==> src/hw/rtl/start_time_fair_queue_scheduler_unit_assert.svh <==
// assertion macros for the scheduler
`ifndef START_TIME_FAIR_QUEUE_SCHEDULER_UNIT_ASSERT_SVH
`define START_TIME_FAIR_QUEUE_SCHEDULER_UNIT_ASSERT_SVH
// implication checked on every clock edge outside reset
`define SFQ_ASSERT_IMP(lbl, ante, cons, msg) \
  lbl: assert property (@(posedge clk) disable iff (rst) (ante) |-> (cons)) \
    else $error(msg);
// next-cycle implication
`define SFQ_ASSERT_NXT(lbl, ante, cons, msg) \
  lbl: assert property (@(posedge clk) disable iff (rst) (ante) |=> (cons)) \
    else $error(msg);
`endif

==> src/hw/rtl/sfq_pkg.sv <==
// ----------------------------------------------------------------------------
// sfq_pkg
// shared types and codes of the start-time fair queuing scheduler
// ----------------------------------------------------------------------------
package sfq_pkg;

  localparam logic [1:0] ACT_ARRIVE   = 2'd0;
  localparam logic [1:0] ACT_DISPATCH = 2'd1;
  localparam logic [1:0] ACT_COMPLETE = 2'd2;

  localparam logic [2:0] ST_OK        = 3'd0;
  localparam logic [2:0] ST_FULL      = 3'd1;
  localparam logic [2:0] ST_EMPTY     = 3'd2;
  localparam logic [2:0] ST_LIMIT     = 3'd3;
  localparam logic [2:0] ST_UNDERFLOW = 3'd4;

  localparam logic CFG_COST  = 1'b0;
  localparam logic CFG_LIMIT = 1'b1;

  localparam logic [15:0] COST_RESET  = 16'd100;
  localparam logic [7:0]  LIMIT_RESET = 8'd2;

  typedef enum logic [3:0] {
    S_IDLE,
    S_ARR_TAG,
    S_UP_RD,
    S_UP_CMP,
    S_POP_RD,
    S_POP_LAST,
    S_DN_RD,
    S_DN_CMP,
    S_OUT
  } sfq_state_t;

  // controller to datapath
  typedef struct packed {
    logic load_item;
    logic eval;
    logic arr_tag;
    logic up_rd;
    logic up_step;
    logic up_place;
    logic pop_rd_top;
    logic pop_take;
    logic dn_rd;
    logic dn_step;
    logic dn_place;
    logic complete;
    logic set_result;
  } sfq_cmd_t;

  // datapath to controller
  typedef struct packed {
    logic [1:0] action;
    logic full;
    logic empty;
    logic at_limit;
    logic up_done;
    logic dn_done;
  } sfq_stat_t;

endpackage

==> src/hw/rtl/sfq_ctrl.sv <==
// ----------------------------------------------------------------------------
// sfq_ctrl
// sequencer for arrival sift-up, dispatch sift-down and completion
// ----------------------------------------------------------------------------
module sfq_ctrl
  import sfq_pkg::*;
(
  input  logic      clk,
  input  logic      rst,
  input  logic      in_fire,
  input  logic      out_busy,
  input  sfq_stat_t stat,
  output logic      in_ready,
  output logic      res_valid,
  output sfq_cmd_t  cmd
);
  sfq_state_t state, state_next;

  always_ff @(posedge clk) begin
    if (rst) state <= S_IDLE;
    else state <= state_next;
  end

  // next state
  always_comb begin
    state_next = state;
    unique case (state)
      S_IDLE: if (in_fire) state_next = S_ARR_TAG;
      S_ARR_TAG: begin
        priority if (stat.action == ACT_ARRIVE && !stat.full) state_next = S_UP_RD;
        else if (stat.action == ACT_DISPATCH && !stat.at_limit && !stat.empty)
          state_next = S_POP_RD;
        else state_next = S_OUT;
      end
      S_UP_RD:   state_next = stat.up_done ? S_OUT : S_UP_CMP;
      S_UP_CMP:  state_next = S_UP_RD;
      S_POP_RD:  state_next = S_POP_LAST;
      S_POP_LAST: state_next = S_DN_RD;
      S_DN_RD:   state_next = stat.dn_done ? S_OUT : S_DN_CMP;
      S_DN_CMP:  state_next = S_DN_RD;
      S_OUT:     if (!out_busy) state_next = S_IDLE;
      default:   state_next = S_IDLE;
    endcase
  end

  // outputs
  always_comb begin
    cmd = '0;
    in_ready = 1'b0;
    res_valid = 1'b0;
    unique case (state)
      S_IDLE: begin
        in_ready = 1'b1;
        cmd.load_item = in_fire;
      end
      S_ARR_TAG: begin
        cmd.eval = 1'b1;
        cmd.arr_tag = stat.action == ACT_ARRIVE && !stat.full;
        cmd.pop_rd_top = stat.action == ACT_DISPATCH;
        cmd.complete = stat.action == ACT_COMPLETE;
      end
      S_UP_RD:   if (stat.up_done) cmd.up_place = 1'b1; else cmd.up_rd = 1'b1;
      S_UP_CMP:  cmd.up_step = 1'b1;
      S_POP_RD:  cmd.pop_take = 1'b1;
      S_POP_LAST: ;
      S_DN_RD:   if (stat.dn_done) cmd.dn_place = 1'b1; else cmd.dn_rd = 1'b1;
      S_DN_CMP:  cmd.dn_step = 1'b1;
      S_OUT: begin
        if (!out_busy) begin
          cmd.set_result = 1'b1;
          res_valid = 1'b1;
        end
      end
      default: ;
    endcase
  end
endmodule

==> config.mk <==
export PLATFORM = sky130hd
export DESIGN_NAME = sfq_ctrl
export DESIGN_NICKNAME = d
export VERILOG_FILES = /design/src/hw/rtl/start_time_fair_queue_scheduler_unit_assert.svh /design/src/hw/rtl/sfq_pkg.sv /design/src/hw/rtl/sfq_ctrl.sv
export SDC_FILE = /design/constraint.sdc
export NUM_CORES = 1
export LEC_CHECK = 0
export BUFFER_PORTS_ARGS = -buffer_cell sky130_fd_sc_hd__buf_4
export CELL_PAD_IN_SITES_DETAIL_PLACEMENT = 0
export CELL_PAD_IN_SITES_GLOBAL_PLACEMENT = 2
export CORE_MARGIN = 2
export CORE_UTILIZATION = 21
export CTS_BUF_LIST = sky130_fd_sc_hd__clkbuf_4
export DETAILED_ROUTE_END_ITERATION = 8
export GPL_ROUTABILITY_DRIVEN = 1
export PLACE_DENSITY = 0.86
export SYNTH_ARGS = -nofsm -noshare
export SYNTH_HDL_FRONTEND = slang
export SYNTH_SLANG_ARGS = --single-unit
==> constraint.sdc <==
create_clock -name clk -period 2.1 [get_ports clk]
set_input_delay 0.42 -clock clk [delete_from_list [all_inputs] [get_ports clk]]
set_output_delay 0.42 -clock clk [all_outputs]
set_load 0.05 [all_outputs]
==> impl_metrics.toml <==
[status]
status = "finished, final reports clean"

[pwr]
clkPwrFrac_pct = 29.2
power_density_nw_per_um2 = 509
ir_drop_v = 0.000258
p_int_w = 0.000200
p_seq_share_pct = 27.2
p_total_w = 0.000322
power_frac_comb_pct = 43.5
sw_frac_of_total_pct = 37.9
p_switching_w = 0.000122
p_leak_nw = 0.307

[yosys]
synth_compound_area_share_pct = 16.7
synth_edf_count = 0
ys_types = 27
yosys_warnings = 0
synth_mux_area_share_pct = 0
synth_xor_area_share_pct = 0
synth.top_cell.area_share_pct = 22.7
yosys.area.top_type = "dfxtp_1"
synthCells = 47
ys_async_sr_fraction_pct = 0
yosys.area_share.simple_pct = 50.4
ys_ff_latch = 4
synth_fa_ha_area_share_pct = 0
synth_area_leaders = "dfxtp_1 23%, nor4b_1 7.4%, nand3b_1 6.4%, nor3_1 5.7%, inv_1 5.3%"
synth_flop_cell = "dfxtp_1"
syn-cell-area_um2 = 353
ys_seq_area_share_pct = 22.7
syn_area_per_cell_um2 = 7.51
synth_top_family_by_area = "simple AND/OR/NAND/NOR gates"
synth_nets = 58

[floorplanning]
die-area_um2 = 2020
die_x_um = 45.0
dieHeight_um = 45.0
core_area_um2 = 1540
io_pins = 26
initial_core_util_pct = 22.9
row_count = 14

[clocking]
cts_root_buf = "clkbuf_4"
cts_tree = "done"
cts_setup_buffers = 0
cts.path.max_buffers = 2
clock_sinks = 4
insertion_delay_ns = 0.23
htree_levels = 1
cts_hold_buffers = 0
numCtsBuffers = 3
path_clk_slew_ns = 0.04

[critical_path]
critPathKind = "register to primary output"
critPathRequiredTime_ns = 1.68
slowest_stage = "or4b_4"
cp-startpoint = "state[2]"
crit_path_cell_trace = "or4b_4 > inv_1 > and2_2 > buf_6"
cp_top_family = "simple AND/OR/NAND/NOR gates"
slowest_delay_ns = 0.56
path_buf_inv = 2
start_kind = "register"
cp_max_fo = 7
regToRegStartpoint = "state[2]"
crit_path_end_kind = "primary output"
arrival_ns = 1.59

[detailed_routing]
firstDrtPassIters = 4
drt_wl_total_mm = 1.11
via_per_inst = 4.79
route.detailed.drc = 0
vias = 436
drt_iter0_drc = 8
antenna_left = 0
routedWlPerCell_um = 12.1

[sta]
rsz0062_at_grt = "no"
fin_ws_ns = 0.0922
fin_skew_ns = 0.00180
relSlewSlack_pct = 71.4
max_freq_mhz = 498
hold_viol_final = 0
min_period_ns = 2.01
drv_slew = 0
setup_violations = 0
worstMarginPinSlew_ns = 0.423
finalCritPeriodShare_pct = 95.6

[place]
io_buffers = 25
gp_congestion = 0.780
post-place-ws_ns = 0.255
hpwl_um = 910

[grt]
grt_use_total_pct = 11.7
grt_overflow = 0
grt_max_degree = 10
grt_pass1_vias = 385
grt_pass1_wl_mm = 1.73
antenna_found_initial = 0

[finish]
final_common_cell = "buf_4"
top_regs = "state x4"
syn_to_final_growth_pct = 79.4
largest_reg_flops = 4
layout_common_cells = "27 x buf_4, 5 x inv_1, 4 x nor2_1"
nFillCells = 167
antennaDiodeCount = 0
fin_nets = 88
top_register = "state"
drive_gt1_share_pct = 54.7

[min_path]
hp-start = "rst"
hold_class = "input port to register"

[job]
drv_cap = 0
## path summary, 6_finish.rpt
check | to | slack (ns) | depth (start not counted)
setup / recovery | cmd[10] | 0.09 | 4
setup reg to reg | state[3] | 0.69 | 3
hold reg to reg | state[1] | 0.61 | 2
hold / removal | state[1] | 0.49 | 3
## worst register-to-register path, stage by stage (launching register included)
cell and delay, ns:
dfxtp_2 0.35, or4b_4 0.56, nor4_1 0.30, a211o_1 0.15
## per-stage QoR
stage / instances / instance area [um2] / util [%] / hold slack, ns / TNS, ns
after floorplan: 47 / 392 / - / 0.583 / -0.299
after global placement: 88 / 604 / 39.2 / 0.636 / 0
after detailed placement: 88 / 604 / 39.2 / 0.610 / 0
after CTS: 91 / 631 / 40.9 / 0.482 / 0
after global routing: 91 / 633 / 41.1 / 0.509 / 0
final: 91 / 633 / 41.1 / 0.488 / 0
## what timing repair did
action,4_1_cts,5_1_grt
gates resized for setup,1,2
endpoints found under the hold margin,0,0
endpoints found under the setup margin,1,1
## area by class of cell
class                      instances  area (um2)  area share, %
clock buffer                       3        22.5           3.56
inverter                           5        18.8           2.96
multi-input combinational         35         275           43.5
sequential                         4        82.6           13.0
tap                               16        20.0           3.16
timing repair buffer              28         214           33.8
## cell families (layout without fill, tap and decap cells)
logic type,after synthesis,count (layout)
simple gates,27,27
compound gates,8,8
buf+inv,8,36
flops,4,4
## cell usage after synthesis (2+ instances only)
cell,instances
buf_2,2
dfxtp_1,4
inv_1,5
nand2b_1,2
nand3b_1,3
nor2_1,4
nor3_1,4
nor3b_1,2
nor4b_1,3
## layer usage
metal,global-route usage (%),part of all wire [%]
met2,17.4,47
met1,16.1,44
met4,5.29,0
met5,0,0
met3,2.40,8.7
## power groups by stage
stage / combinational, W / clock, W / sequential [W]
floorplan: 0.0000949 / 0 / 0.0000859
global placement: 0.000142 / 0 / 0.0000880
detailed placement: 0.000141 / 0 / 0.0000885
CTS: 0.000141 / 0.0000991 / 0.0000871
global route: 0.000149 / 0.000105 / 0.0000889
finish: 0.000140 / 0.0000941 / 0.0000878
Note: power is estimated with default switching activity, not from simulation.
